==> config.mk <==
export PLATFORM = sky130hd
export DESIGN_NAME = pihs_ram
export DESIGN_NICKNAME = d
export VERILOG_FILES = /design/src/rtl/pihs_ram.sv
export SDC_FILE = /design/constraint.sdc
export NUM_CORES = 1
export LEC_CHECK = 0
export BUFFER_PORTS_ARGS = -buffer_cell sky130_fd_sc_hd__buf_2
export CORE_MARGIN = 4
export CORE_UTILIZATION = 35
export DETAILED_ROUTE_END_ITERATION = 10
export GPL_TIMING_DRIVEN = 1
export PLACE_DENSITY = 0.52
export SYNTH_ARGS = -nofsm -noshare
export SYNTH_HDL_FRONTEND = slang
export SYNTH_SLANG_ARGS = --single-unit
==> constraint.sdc <==
create_clock -name clock -period 4.91 [get_ports clock]
set_clock_uncertainty 0.05 [all_clocks]
set_input_delay 0.491 -clock clock [delete_from_list [all_inputs] [get_ports clock]]
set_output_delay 0.491 -clock clock [all_outputs]
set_load 0.05 [all_outputs]
==> src/rtl/pihs_ram.sv <==
`timescale 1ns / 1ps
module pihs_ram #(
   parameter int WIDTH = 32,
   parameter int DEPTH = 16
) (
   input  logic                     clock,
   input  logic                     wr_en,
   input  logic [$clog2(DEPTH)-1:0] wr_addr,
   input  logic [WIDTH-1:0]         wr_data,
   input  logic                     rd_en,
   input  logic [$clog2(DEPTH)-1:0] rd_addr,
   output logic [WIDTH-1:0]         rd_data
);

   logic [WIDTH-1:0] mem_ff [DEPTH];
   logic [WIDTH-1:0] rd_data_ff;

   always_ff @(posedge clock) begin
      if (wr_en) begin
         mem_ff[wr_addr] <= wr_data;
      end
      if (rd_en) begin
         rd_data_ff <= mem_ff[rd_addr];
      end
   end

   assign rd_data = rd_data_ff;

endmodule

# After elaboration in Yosys (flattened, before gate mapping)
# Memory sizes are Yosys's and may differ from the RTL's. A register that Yosys moved wholly into a read port is not among the register bits.
# Index checks and enable logic that the tools add are counted.
[word_totals]
ff_bits = 0
mem_bits_rw = 512
inputBits = 43
output_inout_bits = 32
wordCells = 3
memories = 1
[mem_list]
columns = ["name", "depth", "word_bits", "read_ports", "rd_clocked_by_memory_dff", "wr", "line_no", "source"]
rows = [
  ["mem_ff", 16, 32, 1, 1, 1, "15", "logic [WIDTH-1:0] mem_ff [DEPTH];"],
]
[op_classes]
muxes = 2
[ops]
columns = ["operator", "count"]
rows = [
  ["2-to-1 mux 1 bit", 2],
]

# Longest topological paths before layout
[logic_depth]
word_depth = 2
ltp_mapped = 5
mapped_depth_nobuf = 3

# Worst setup path after synthesis
# OpenSTA, ideal clock, no wires.
[synth_path]
kind = "input to register"
start = "input wr_addr[2]"
end = "memory mem_ff[0][0] (enable)"
setup_ns = 0.461
arrival_ns = 3.209
setup_slack_ns = 1.189
stages = 2
path_buffers = 0
cell_sequence = "or3b_2 > nor3_1"
[synth_rtl]
columns = ["element", "line_no", "source"]
rows = [
  ["start, declared", "8", "input logic [$clog2(DEPTH)-1:0] wr_addr,"],
  ["end, declared", "15", ""],
]
# Straight into the memory's write port.

==> metrics.txt <==
outcome finished clean; TritonCTS clock tree done; CP cell instances clkbuf_8 -> buf_4 -> mux4_2 -> a22oi_1 -> nand2_1; first-pass GRT wire length around 68000 microns; count of port buffers added during placement 74; asr flop ratio synth 0%; global-route total usage across every layer 15.28%; top post-synthesis cells by area sky130_fd_sc_hd__edfxtp_1 (81%), sky130_fd_sc_hd__mux4_2 (14%), sky130_fd_sc_hd__a22oi_1 (2.4%); worst vdd rail ir drop 0.0002939 V; Post-synth EDFFs about 540; fraction of synthesized cell area taken by the top area cell type 80.97%; Hold/Removal Path Class primary input to flop; post-CTS sizing 0; die boundary height around 250 microns; # clock sinks 544; max-cap violations 0; width of the chip 248.1 microns; multiplexer fraction of the synthesized cell area ~14%; total CTS buffers between 50 and 60; maximum single-stage delay on the critical path roughly 0.58 ns; total nets after synthesis 881; clock input transition at the sequential cells of the worst setup and hold paths about 0.060 ns; Flop pwr share ~54%; CP Launch Type primary input; final critical-path share of the clock period between 40% and 50%; post-synthesis simple-gate area fraction 1.253%; Multi-input gate area 3750 sq um; most common cell in the synthesized netlist sky130_fd_sc_hd__edfxtp_1; Fin. Hold Viols 0; Detailed Route WL between 40000 and 50000 microns; cell area after synthesis ~20000 sq um; unrepaired setup endpoints after global routing no; critical path fanouts, max 58; category of the most critical setup path primary input to flop; Iter 0 DRT Violations 958; Hold Buf Count CTS 0; Layout fillers 4895; Crit. End Element flop; TNS Setup 0 ns; Routed Antenna Nets 0; average footprint of a synthesized cell 24.07 sq um; number of different library cells in the post-synthesis netlist 17; largest family of logic cells by synthesized area multiplexers; setup violators final 0; DIE AREA 61550 sq um; average wire per cell in the routed design between 20 and 30 microns; number of global-route vias before repair 9786; commonest register cell after synthesis sky130_fd_sc_hd__edfxtp_1; 1st-pass router iterations 6; vias after detailed routing 9057; slew margin rel. 22.51%; Psw 2.080 mW; Synth warnings 0; per-cell via count in the routed design slightly above 5; number of diodes added for antenna fixing 0; Final Power slightly below 10 mW; CTS Root Cell sky130_fd_sc_hd__clkbuf_16; Req. time, crit path around 5.2 ns; maximum clock insertion buffer count 3; register bit total from synthesis around 540; Storage cell area approximately 16000 sq um; Congestion Overflow GR 0; total number of nets in the final design approximately 1000; antenna violations before repair 3; Sw Ratio a little over a fifth; crit path time final roughly 2.2 ns; xor/xnor share of the synthesized area 0%; deepest level of the CTS H-tree 2; Core Box Area between 50000 and 60000 sq um; effective utilization at floorplan a little over a third; detailed placer's ending HPWL 23160 microns; number of pins exceeding their max-slew limit in the final report 0; Syn Inst Count 838; routability cong. between 0.6 and 0.7; Worst EP arrival 2.46 ns; pin count of the biggest net entering global routing between 80 and 90; library cell occupying the most area in the post-synthesis netlist sky130_fd_sc_hd__edfxtp_1; insertion delay of the later-clocked pin in the worst-skew pair approximately 0.60 ns; sequential cell area fraction in the yosys report about four fifths; final cell count without fillers ~1800; drc violations 0; actual transition at the worst max-transition pin about 1.2 ns; Leakage 7.334 nW; post-synthesis share of cell area spent on full adders, half adders and majority gates 0%; Placed Cells incl. Taps roughly 1700; number of buffers added for setup after CTS 0; proportion of layout cells with a drive suffix above 1 32.13%; Slowest-stage cell, CP sky130_fd_sc_hd__clkbuf_8; leading post-synthesis cells by instance count sky130_fd_sc_hd__edfxtp_1 (544), sky130_fd_sc_hd__mux4_2 (128), sky130_fd_sc_hd__a22oi_1 (64); share of total power in combinational logic around 5.4%; Max Clock Freq ~460 MHz; Internal Pwr Total roughly 7.6 mW; post-synthesis to final-layout area growth 15.47%; Compound-Gate Fraction of Synth Area between 2 and 2.5%; number of cell rows between 80 and 90; power share of the clock group 40.3%; Power Density just over 400 nW/um^2; num ports 75
-- registers in the layout, indices dropped and copies added (netlist names) --
signal   cells
mem_ff     512
rd_data     32
-- kinds of logic (layout without fill, tap and decap cells) --
family	count (synthesis)	after routing
AND/OR/NAND/NOR	59	59
AO/OA/AOI/OAI	64	64
buffers and inverters	43	204
flip-flops	544	544
multiplexers	128	128
-- power groups by stage --
stage / combinational, mW / sequential, mW / clock, mW
3_3_place_gp: 0.532 / 5.36 / 0
5_1_grt: 0.566 / 5.27 / 4.21
4_1_cts: 0.536 / 5.27 / 3.99
6_report: 0.524 / 5.26 / 3.90
3_5_place_dp: 0.536 / 5.36 / 0
2_1_floorplan: 0.250 / 5.43 / 0
-- final timing paths --
check                     start             end  slack, ns  depth (start not counted)
setup / recovery     rd_addr[0]      rd_data[5]       2.74                          5
hold reg to reg   mem_ff[14][8]      rd_data[8]       0.69                          3
setup reg to reg  mem_ff[10][3]      rd_data[3]       3.40                          3
hold / removal      wr_data[21]  mem_ff[12][21]       0.20                          1
-- cells in the final DEF (no fill, tap or decap), drive strengths merged --
master / synthesis / routed
clkinv: 0 / 28
mux4: 128 / 128
inv: 0 / 1
nor3: 4 / 4
clkinvlp: 0 / 1
nand2: 33 / 33
or3b: 1 / 1
nand3: 1 / 1
buf: 26 / 100
edfxtp: 544 / 544
nor2b: 2 / 2
clkbuf: 17 / 72
nor2: 13 / 13
a22oi: 64 / 64
and2: 1 / 1
nand3b: 2 / 2
bufinv: 0 / 2
nand2b: 2 / 2
-- area by class of cell --
cell class                      count  area share (%)
Timing Repair Buffer              101           2.578
Multi-Input combinational cell    251           16.10
Clock buffer                       71           6.257
Tap cell                          756           4.060
Clock inverter                     32          0.8862
Sequential cell                   544           70.12
-- worst max-delay path: cells and delay by family --
kind | cells | cell delay [ns]
buffers and inverters | 2 | 1.07
AOI/OAI and AO/OA | 1 | 0.21
muxes | 1 | 0.55
and+or+nand+nor | 1 | 0.08
-- through the flow --
| step | hold WS (ns) | util [%] | worst slack [ns] | area, sq um |
|---|---|---|---|---|
| floorplan | 0.5399 | - | 1.189 | 20170 |
| detailed placement | 0.6826 | 38.14 | 2.026 | 21630 |
| global placement | 0.6739 | 38.14 | 2.006 | 21630 |
| global route | 0.1921 | 41.08 | 2.531 | 23300 |
| finish | 0.2035 | 41.08 | 2.739 | 23300 |
| CTS | 0.1681 | 41.08 | 2.680 | 23300 |
-- layer usage --
layer | routed length (microns) | global-route usage (%)
met5 | 41 | 0
met4 | 585 | 2.953
met3 | 2410 | 3.079
met2 | 21150 | 23.26
met1 | 21620 | 23.17
Note: power is estimated with default switching activity, not from simulation.
