[src/rtl/pihs_pkg.sv]
`timescale 1ns / 1ps
package pihs_pkg;

   typedef enum logic [1:0] {
      SHAPE_CAPSULE = 2'd0,
      SHAPE_ARC     = 2'd1,
      SHAPE_CHAIN   = 2'd2,
      SHAPE_NONE    = 2'd3
   } shape_kind_type;

   typedef enum logic [2:0] {
      CSR_SHAPE_KIND   = 3'd0,
      CSR_OUTER_RADIUS = 3'd1,
      CSR_INNER_RADIUS = 3'd2,
      CSR_ARC_START    = 3'd3,
      CSR_ARC_END      = 3'd4,
      CSR_VERTEX_COUNT = 3'd5
   } csr_index_type;

   localparam logic CMD_WRITE = 1'b0;
   localparam logic CMD_TEST  = 1'b1;

   typedef enum logic [2:0] {
      T_IDLE,
      T_LDA,
      T_LDB,
      T_SEG,
      T_COR,
      T_ANG,
      T_FIN
   } top_state_type;

   typedef enum logic [2:0] {
      SEG_IDLE,
      SEG_MAC,
      SEG_PICK,
      SEG_WIDE,
      SEG_DONE
   } seg_state_type;

   typedef struct packed {
      logic done;
      logic hit;
   } seg_status_type;

   localparam logic [3:0] CORDIC_LAST = 4'd14;

   localparam logic signed [17:0] ZA_ZERO    = 18'sd0;
   localparam logic signed [17:0] ZA_QUARTER = 18'sd16384;
   localparam logic signed [17:0] ZA_HALF    = 18'sd32768;

   // Arctangent of 2^-i in binary angle units.
   function automatic logic [13:0] atan_step(input logic [3:0] i);
      logic [13:0] v;
      case (i)
         4'd0:  v = 14'd8192;
         4'd1:  v = 14'd4836;
         4'd2:  v = 14'd2555;
         4'd3:  v = 14'd1297;
         4'd4:  v = 14'd651;
         4'd5:  v = 14'd326;
         4'd6:  v = 14'd163;
         4'd7:  v = 14'd81;
         4'd8:  v = 14'd41;
         4'd9:  v = 14'd20;
         4'd10: v = 14'd10;
         4'd11: v = 14'd5;
         4'd12: v = 14'd3;
         4'd13: v = 14'd1;
         4'd14: v = 14'd1;
         default: v = 14'd0;
      endcase
      return v;
   endfunction

   // Folds a 16-bit binary angle into (-half turn, half turn].
   function automatic logic signed [16:0] wrap_angle(input logic [15:0] w);
      logic signed [16:0] v;
      if (w == 16'h8000) begin
         v = 17'sd32768;
      end else begin
         v = 17'(signed'(w));
      end
      return v;
   endfunction

endpackage

[src/rtl/pihs_seg.sv]
`timescale 1ns / 1ps
module pihs_seg import pihs_pkg::*; #(
   parameter int COORD_BITS = 16
) (
   input  logic                         clock,
   input  logic                         reset,
   input  logic                         start,
   input  logic signed [COORD_BITS-1:0] ax,
   input  logic signed [COORD_BITS-1:0] ay,
   input  logic signed [COORD_BITS-1:0] bx,
   input  logic signed [COORD_BITS-1:0] by,
   input  logic signed [COORD_BITS-1:0] px,
   input  logic signed [COORD_BITS-1:0] py,
   input  logic [31:0]                  r2,
   output seg_status_type               status,
   output logic [2*COORD_BITS+1:0]      sq_dist
);

   localparam int L   = COORD_BITS + 1;
   localparam int S   = 2 * COORD_BITS + 3;
   localparam int MW  = S - 1;
   localparam int KW  = (MW > 32) ? MW : 32;
   localparam int ND  = (KW + 7) / 8;
   localparam int BW  = 8 * ND;
   localparam int AW  = MW + BW;
   localparam int DCW = $clog2(ND + 1);
   localparam logic [3:0] LAST_STEP = 4'd9;

   seg_state_type state_ff, state_in;

   logic [3:0]           step_ff;
   logic signed [S-1:0]  acc_ff, n_ff, len2_ff, dw_ff, de_ff, c_ff;
   logic                 hit_ff, wide_ff;
   logic [BW-1:0]        b1_ff, b2_ff;
   logic [AW-1:0]        acc1_ff, acc2_ff;
   logic [MW-1:0]        a1_ff, a2_ff;
   logic [DCW-1:0]       dig_ff;

   logic signed [L-1:0]   vx, vy, wx, wy, ex, ey, op_a, op_b;
   logic signed [2*L-1:0] prod;
   logic signed [S-1:0]   sum;
   logic                  first, neg;
   logic                  near_a, near_b, need_wide;
   logic [MW-1:0]         c_mag;
   logic [MW+7:0]         p1, p2;

   assign vx = L'(bx) - L'(ax);
   assign vy = L'(by) - L'(ay);
   assign wx = L'(px) - L'(ax);
   assign wy = L'(py) - L'(ay);
   assign ex = L'(px) - L'(bx);
   assign ey = L'(py) - L'(by);

   // Ten multiply-accumulate steps give the dot product, the squared lengths
   // and the cross product.
   always_comb begin
      op_a  = wx;
      op_b  = vx;
      first = 1'b0;
      neg   = 1'b0;
      case (step_ff)
         4'd0: begin op_a = wx; op_b = vx; first = 1'b1; end
         4'd1: begin op_a = wy; op_b = vy; end
         4'd2: begin op_a = vx; op_b = vx; first = 1'b1; end
         4'd3: begin op_a = vy; op_b = vy; end
         4'd4: begin op_a = wx; op_b = wx; first = 1'b1; end
         4'd5: begin op_a = wy; op_b = wy; end
         4'd6: begin op_a = ex; op_b = ex; first = 1'b1; end
         4'd7: begin op_a = ey; op_b = ey; end
         4'd8: begin op_a = wx; op_b = vy; first = 1'b1; end
         4'd9: begin op_a = wy; op_b = vx; neg = 1'b1; end
         default: begin op_a = '0; op_b = '0; end
      endcase
   end

   assign prod = op_a * op_b;
   assign sum  = (first ? S'(0) : acc_ff) + (neg ? -S'(prod) : S'(prod));

   assign near_a    = (len2_ff == '0) || n_ff[S-1] || (n_ff == '0);
   assign near_b    = (n_ff >= len2_ff);
   assign need_wide = !near_a && !near_b;
   assign c_mag     = c_ff[S-1] ? MW'(-c_ff) : MW'(c_ff);

   assign p1 = a1_ff * b1_ff[BW-1 -: 8];
   assign p2 = a2_ff * b2_ff[BW-1 -: 8];

   always_comb begin
      state_in = state_ff;
      unique case (state_ff)
         SEG_IDLE: if (start) state_in = SEG_MAC;
         SEG_MAC:  if (step_ff == LAST_STEP) state_in = SEG_PICK;
         SEG_PICK: state_in = need_wide ? SEG_WIDE : SEG_DONE;
         SEG_WIDE: if (dig_ff == DCW'(ND - 1)) state_in = SEG_DONE;
         SEG_DONE: state_in = SEG_IDLE;
         default:  state_in = SEG_IDLE;
      endcase
   end

   always_comb begin
      status.done = (state_ff == SEG_DONE);
      status.hit  = wide_ff ? (acc1_ff <= acc2_ff) : hit_ff;
      sq_dist     = dw_ff[MW-1:0];
   end

   always_ff @(posedge clock) begin
      if (reset) begin
         state_ff <= SEG_IDLE;
      end else begin
         state_ff <= state_in;
      end
   end

   always_ff @(posedge clock) begin
      unique case (state_ff)
         SEG_IDLE: begin
            step_ff <= '0;
         end
         SEG_MAC: begin
            acc_ff  <= sum;
            step_ff <= step_ff + 4'd1;
            if (step_ff == 4'd1) n_ff <= sum;
            if (step_ff == 4'd3) len2_ff <= sum;
            if (step_ff == 4'd5) dw_ff <= sum;
            if (step_ff == 4'd7) de_ff <= sum;
            if (step_ff == LAST_STEP) c_ff <= sum;
         end
         SEG_PICK: begin
            wide_ff <= need_wide;
            if (near_a) begin
               hit_ff <= KW'(dw_ff[MW-1:0]) <= KW'(r2);
            end else begin
               hit_ff <= KW'(de_ff[MW-1:0]) <= KW'(r2);
            end
            // Inside the span the test is cross^2 <= r^2 * len^2, taken a byte per cycle.
            a1_ff   <= c_mag;
            b1_ff   <= BW'(c_mag);
            a2_ff   <= len2_ff[MW-1:0];
            b2_ff   <= BW'(r2);
            acc1_ff <= '0;
            acc2_ff <= '0;
            dig_ff  <= '0;
         end
         SEG_WIDE: begin
            acc1_ff <= (acc1_ff << 8) + AW'(p1);
            acc2_ff <= (acc2_ff << 8) + AW'(p2);
            b1_ff   <= b1_ff << 8;
            b2_ff   <= b2_ff << 8;
            dig_ff  <= dig_ff + DCW'(1);
         end
         SEG_DONE: begin
            step_ff <= '0;
         end
         default: begin
            step_ff <= '0;
         end
      endcase
   end

endmodule

[config.mk]
export PLATFORM = sky130hd
export DESIGN_NAME = pihs_seg
export DESIGN_NICKNAME = d
export VERILOG_FILES = /design/src/rtl/pihs_pkg.sv /design/src/rtl/pihs_seg.sv
export SDC_FILE = /design/constraint.sdc
export NUM_CORES = 2
export LEC_CHECK = 0
export BUFFER_PORTS_ARGS = -buffer_cell sky130_fd_sc_hd__buf_2
export CAP_MARGIN = 15
export CORE_MARGIN = 2
export CORE_UTILIZATION = 49
export CTS_BUF_LIST = sky130_fd_sc_hd__clkbuf_4
export DETAILED_ROUTE_END_ITERATION = 10
export PLACE_DENSITY = 0.64
export SLEW_MARGIN = 5
export SYNTH_ARGS = -nofsm -noshare
export SYNTH_HDL_FRONTEND = slang
export SYNTH_SLANG_ARGS = --single-unit
[constraint.sdc]
create_clock -name clock -period 13.3 [get_ports clock]
set_clock_uncertainty 0.2 [all_clocks]
set_input_delay 1.33 -clock clock [delete_from_list [all_inputs] [get_ports clock]]
set_output_delay 1.33 -clock clock [all_outputs]
set_load 0.005 [all_outputs]
## After elaboration in Yosys (flattened, before gate mapping)

Cells that the tools add are included.

| cells by class | value |
|---|---|
| multipliers | 3 |
| $add $sub $neg | 13 |
| reduce and logical (&&, ||, !) cells | 22 |
| muxes and demuxes | 20 |
| order comparisons | 4 |
| eq/ne operators | 17 |

Operators by type and width:

| operator | count |
|---|---|
| 74-bit case mux with 2 select lines | 2 |
| 17-bit case mux with 6 select lines | 2 |
| 40-bit case mux with 2 select lines | 2 |
| 74-bit by 42-bit adder with 74-bit output | 2 |
| 16-bit by 16-bit subtractor with 17-bit output | 6 |
| 34-bit by 8-bit multiplier with 42-bit output | 2 |
| 74-bit less-or-equal comparator | 1 |
| 35-bit zero test | 2 |
| 35-bit 2-to-1 mux | 2 |
| 34-bit by 32-bit less-or-equal comparator with 1-bit output | 2 |
| 35-bit adder | 1 |
| 35-bit >= comparator | 1 |
| 34-bit negator with 35-bit output | 1 |
| 17-bit by 17-bit multiplier with 34-bit output | 1 |
| 34-bit 2-to-1 mux | 1 |
| 34-bit negator | 1 |
| 4-bit by 3-bit == test with 1-bit output (second input constant) | 4 |
| 3-bit 2-to-1 mux | 4 |
| 3-bit case mux with 4 select lines | 1 |
| 3-bit OR reduction | 4 |
| 2-bit AND reduction | 5 |
| 4-bit by 2-bit == test with 1-bit output (second input constant) | 2 |
| 4-bit == test (second input constant) | 2 |
| 4-bit case mux with 2 select lines | 1 |
| 18 further kinds | 27 |

| word-level totals | value |
|---|---|
| input port bits | 131 |
| output and inout bits | 36 |
| logic and storage cells | 96 |
| flip-flop bits (word level) | 516 |

## Logic depth before layout (Yosys ltp)

| logic depth | value |
|---|---|
| word-level depth | 7 |
| gate-level depth with buffers | 50 |
| gate-level depth less buffers | 47 |

## Worst setup path after synthesis

No wires, ideal clock.

| path | value |
|---|---|
| path type | input -> register |
| start | in bx[1] |
| end | reg acc_ff[34] (data pin) |
| arrival time | 11.560 ns |
| cell stages on the path | 42 |
| required time | 12.825 ns |
| library setup time | 0.275 ns |
| buffers on the path | 1 |
| setup slack | 1.265 ns |
| cell sequence | inv_1 -> ha_1 -> nor2b_1 -> o21ai_0 -> a21boi_0 -> o21ai_1 -> a221oi_1 -> a311o_1 -> a21oi_1 -> a2111oi_0 -> nand3_1 -> clkbuf_1 -> nand2_1 -> fa_1 -> fa_1 -> inv_1 -> fa_1 -> fa_1 -> [... 6 more ...] -> nand3_1 -> a2111oi_1 -> nor2_1 -> xnor2_1 -> nand3_1 -> o21ai_0 -> xnor2_1 -> ha_1 -> a21o_1 -> a21o_1 -> a21o_1 -> o21ai_0 -> o21ai_0 -> a221oi_1 -> o21ai_0 -> o41ai_1 -> xnor2_1 -> xnor2_1 |

| on the way | value |
|---|---|
| longest elaborated chain between the ends | 6 |
| elaborated cells between the ends (all ways) | 8 |
| those cells by class | add/sub: 4; mul: 1; mux: 3 |

Ends and longest elaborated chain:

| item | RTL line | source |
|---|---|---|
| from (decl) | pihs_seg.sv:10 | `input logic signed [COORD_BITS-1:0] bx,` |
| 16-bit by 16-bit subtractor with 17-bit output (on tied branches) | pihs_seg.sv:51, pihs_seg.sv:47 |  |
| 17-bit case mux with 6 select lines | pihs_seg.sv:61 | `case (step_ff)` |
| 17-bit by 17-bit multiplier with 34-bit output * | pihs_seg.sv:76 | `assign prod = op_a * op_b;` |
| 34-bit negator with 35-bit output | pihs_seg.sv:77 | `assign sum = (first ? S'(0) : acc_ff) + (neg ? -S'(prod) : S'(prod));` |
| 35-bit 2-to-1 mux * | pihs_seg.sv:77 |  |
| 35-bit adder * | pihs_seg.sv:77 |  |
| net sum[34] | pihs_seg.sv:41 | `logic signed [S-1:0] sum;` |
| to (signal assigned) | pihs_seg.sv:119 | `acc_ff <= sum;` |
| to (decl) | pihs_seg.sv:32 | `logic signed [S-1:0] acc_ff, n_ff, len2_ff, dw_ff, de_ff, c_ff;` |

The timed path passes the listed nets; every way through them passes the cells marked *.
A chain may end at the register's enable or synchronous reset.

## Final worst setup path

| path | value |
|---|---|
| start | in by[1] |
| end | reg n_ff[34] (data pin) |

| on the way | value |
|---|---|
| longest elaborated chain between the ends | 6 |
| elaborated cells between the ends (all ways) | 8 |
| those cells by class | add/sub: 4; mul: 1; mux: 3 |

Ends and longest elaborated chain:

| item | RTL line | source |
|---|---|---|
| from (decl) | pihs_seg.sv:11 | `input logic signed [COORD_BITS-1:0] by,` |
| 16-bit by 16-bit subtractor with 17-bit output (on tied branches) | pihs_seg.sv:52, pihs_seg.sv:48 |  |
| 17-bit case mux with 6 select lines | pihs_seg.sv:61 |  |
| 17-bit by 17-bit multiplier with 34-bit output * | pihs_seg.sv:76 |  |
| 34-bit negator with 35-bit output | pihs_seg.sv:77 |  |
| 35-bit 2-to-1 mux * | pihs_seg.sv:77 |  |
| 35-bit adder * | pihs_seg.sv:77 |  |
| net sum[34] | pihs_seg.sv:41 |  |
| to (signal assigned) | pihs_seg.sv:121 | `if (step_ff == 4'd1) n_ff <= sum;` |
| to (decl) | pihs_seg.sv:32 |  |

Marked as above.

==> flow_summary_export.csv <==
group,metric,value,unit
setup_path,critPathRequiredTime,13.84,ns
setup_path,crit_type,"in2reg",
sta,hold_viol_final,0,
yosys,ys_top_cells_by_count,"inv_1 (1,062), fa_1 (754), nand2_1 (640), ha_1 (537), edfxtp_1 (513)",
setup_path,crit_top_cell,"fa_1",
clocking,cts.clk_slew.worst_paths,0.06,ns
yosys,yosysMostFrequentCell,"inv_1",
setup_path,r2r_start,"step_ff[0]$_SDFFCE_PN0N_",
floorplanning,start_util,49.3,%
final_layout,area_delta_synth_final,7.92,%
floorplanning,die_h,356,um
final_layout,fin_area,65600,um^2
clocking,clockBufferDepth,3,
clocking,cts_tree,"yes",
sta,slew_headroom,14.3,%
yosys,synth_top_area_cell,"edfxtp_1",
clocking,root_buffer,"clkbuf_4",
sta,worst_pin_slew,1.28,ns
route,drtIter0Drc,3655,
setup_path,r2r_cells,37,
yosys,ys.flop_type,"edfxtp_1",
sta,max_freq,81.4,MHz
sta,rsz0062_at_grt,"no",
setup_path,cp.arrival,12.82,ns
yosys,synth-edff-count,513,
route,via_per_inst,5.52,
yosys,yosysTopAreaCellShare,25.4,%
clocking,cts_buffers,145,
setup_path,cp.buffers_inverters,6,
yosys,syn_area_per_cell,9.56,um^2
route,drcViolationCount,0,
route,wl_per_cell,19.9,um
setup_path,slowest_delay,0.61,ns
global_route,grt_pass1_vias,47232,
clocking,h-tree-depth,4,
yosys,yosys_warnings,0,
floorplanning,ios,167,
sta,tns,0,ns
setup_path,cpMaxStageDelayCell,"a2111oi_0",
global_route,grt_most_used_layer,"met2",
global_route,grtUsageMet3,4.07,%
setup_path,path_depth,45,
placement,post_dp_cell_area,63700,um^2
route,vias,45910,
clocking,cts_resized,0,
placement,routabilityCongestion,0.933,
route,routed_wl,165000,um
placement,dp_hpwl,134000,um
yosys,synth_area,60800,um^2
global_route,met2_usage,44.0,%
yosys,ys_seq_area_share,25.5,%
yosys,syn-instance-count,6354,
global_route,grt_max_degree,110,
job,drv_cap,0,
global_route,grt_use_total,26.6,%
sta,report.final.slew_viol_count,0,
setup_path,startpoint,"by[1]",
global_route,antenna_found_initial,9,
yosys,syn-num-nets,7776,
setup_path,critPathTopFamily,"compound AO/OA/AOI/OAI gates",
yosys,synth_seq_cells,516,
global_route,grt_pass1_wl,263000,um
clocking,clk_latency,1.05,ns
hold_path,hold_path_class,"reg2reg",
final_layout,fin_nets,7987,
setup_path,crit_path_max_fanout,17,
yosys,async_flop_share,0,%
floorplanning,core-area,123000,um^2
clocking,clock-sinks,516,
clocking,postCtsHoldBufs,0,
route,drt_pre_antenna_iters,8,
route,drt.antenna.violating_nets,0,
floorplanning,die_w,356,um
setup_path,r2r_end,"n_ff[34]$_DFFE_PP_",
sta,fin_crit,12.28,ns
status,outcome,"finished clean",
global_route,met1_usage,36.2,%
yosys,synthTopCellsByArea,"edfxtp_1 (25%), fa_1 (25%), ha_1 (11%), inv_1 (6.6%), nand2_1 (4.0%)",
clocking,postCtsSetupBuffers,0,
yosys,synth_cell_types,81,
setup_path,crit_path_start_kind,"primary input",
setup_path,r2r_setup_slack,1.43,ns
global_route,gr-total-overflow,0,
setup_path,crit_end,"n_ff[34]$_DFFE_PP_",
setup_path,worstSetupEndpointType,"flip-flop",
floorplanning,placement_rows,129,
sta,post-route-period-util,92.4,%
sta,finalSetupViolCount,0,
final_layout,drive_above_1_share,7.97,%
floorplanning,die-area,127000,um^2
placement,numPortBuffers,166,
[worst min-delay path by stage]
stage / from / end / depth (start not counted)
final: b1_ff[30]$_DFFE_PP_ / b1_ff[38]$_SDFFCE_PN0P_ / 1
after global routing: len2_ff[23]$_DFFE_PP_ / a2_ff[23]$_DFFE_PP_ / 0
after CTS: b2_ff[9]$_DFFE_PP_ / b2_ff[17]$_DFFE_PP_ / 2
after detailed placement: len2_ff[23]$_DFFE_PP_ / a2_ff[23]$_DFFE_PP_ / 0
after global placement: len2_ff[23]$_DFFE_PP_ / a2_ff[23]$_DFFE_PP_ / 0
after floorplan: c_ff[0]$_DFFE_PP_ / a1_ff[0]$_DFFE_PP_ / 0
[sequential cells by signal (all words and copies together) (netlist names), 3 cells and up]
signal / flops
state_ff: 3
acc2_ff: 74
b1_ff: 40
n_ff: 35
c_ff: 35
acc_ff: 35
b2_ff: 40
a2_ff: 34
len2_ff: 35
step_ff: 4
acc1_ff: 74
dw_ff: 34
de_ff: 34
a1_ff: 34
dig_ff: 3
[cell type report]
class | instances | area [um^2]
Sequential cell | 516 | 15500
Clock inverter | 59 | 348
Timing Repair Buffer | 256 | 1530
Fill cell | 11383 | 57700
Clock buffer | 199 | 1490
Multi-Input combinational cell | 4583 | 40700
Antenna cell | 6 | 15.0
Inverter | 1063 | 4000
Tap cell | 1637 | 2050
[cell usage in the layout, fill, tap and decap left out, drive strengths merged, types with 202 or more instances in the layout]
| cell type | count |
|---|---|
| a21oi | 226 |
| and2 | 327 |
| buf | 256 |
| edfxtp | 513 |
| fa | 754 |
| ha | 537 |
| inv | 1073 |
| nand2 | 640 |
| nor2 | 490 |
| xnor2 | 202 |
[kinds of logic (layout without fill, tap and decap cells)]
family | count (synthesis) | after routing | synth area share, %
simple gates | 2041 | 2041 | 16.2
fa+ha+maj | 1291 | 1291 | 35.9
buf+inv | 1255 | 1577 | 7.76
compound gates | 930 | 930 | 10.0
flops | 516 | 516 | 25.5
xor+xnor | 314 | 314 | 4.53
mux | 7 | 7 | 0.119
other cells | 0 | 6 | 0
[through the flow]
| step | cells | util, % | setup WS [ns] | hold slack (ns) |
|---|---|---|---|---|
| 6_report | 8319 | 53.2 | 1.02 | 0.289 |
| 3_5_place_dp | 8054 | 51.6 | 0.115 | 0.281 |
| 2_1_floorplan | 6354 | - | 1.26 | 0.242 |
| 3_3_place_gp | 8053 | 51.6 | 0.255 | 0.276 |
| 5_1_grt | 8317 | 53.2 | 0.125 | 0.301 |
| 4_1_cts | 8312 | 53.1 | 1.15 | 0.282 |
[routing by layer]
layer / part of all wire, % / vias to the layer above
li1: - / 21417
met1: 44 / 22952
met2: 48 / 1298
met3: 5.9 / 241
met4: 2.6 / 2
met5: 0.0067 / -
Power is left out: the tool's default activity adds up to more than one toggle a clock period on the data nets, which glitch-free logic cannot reach.
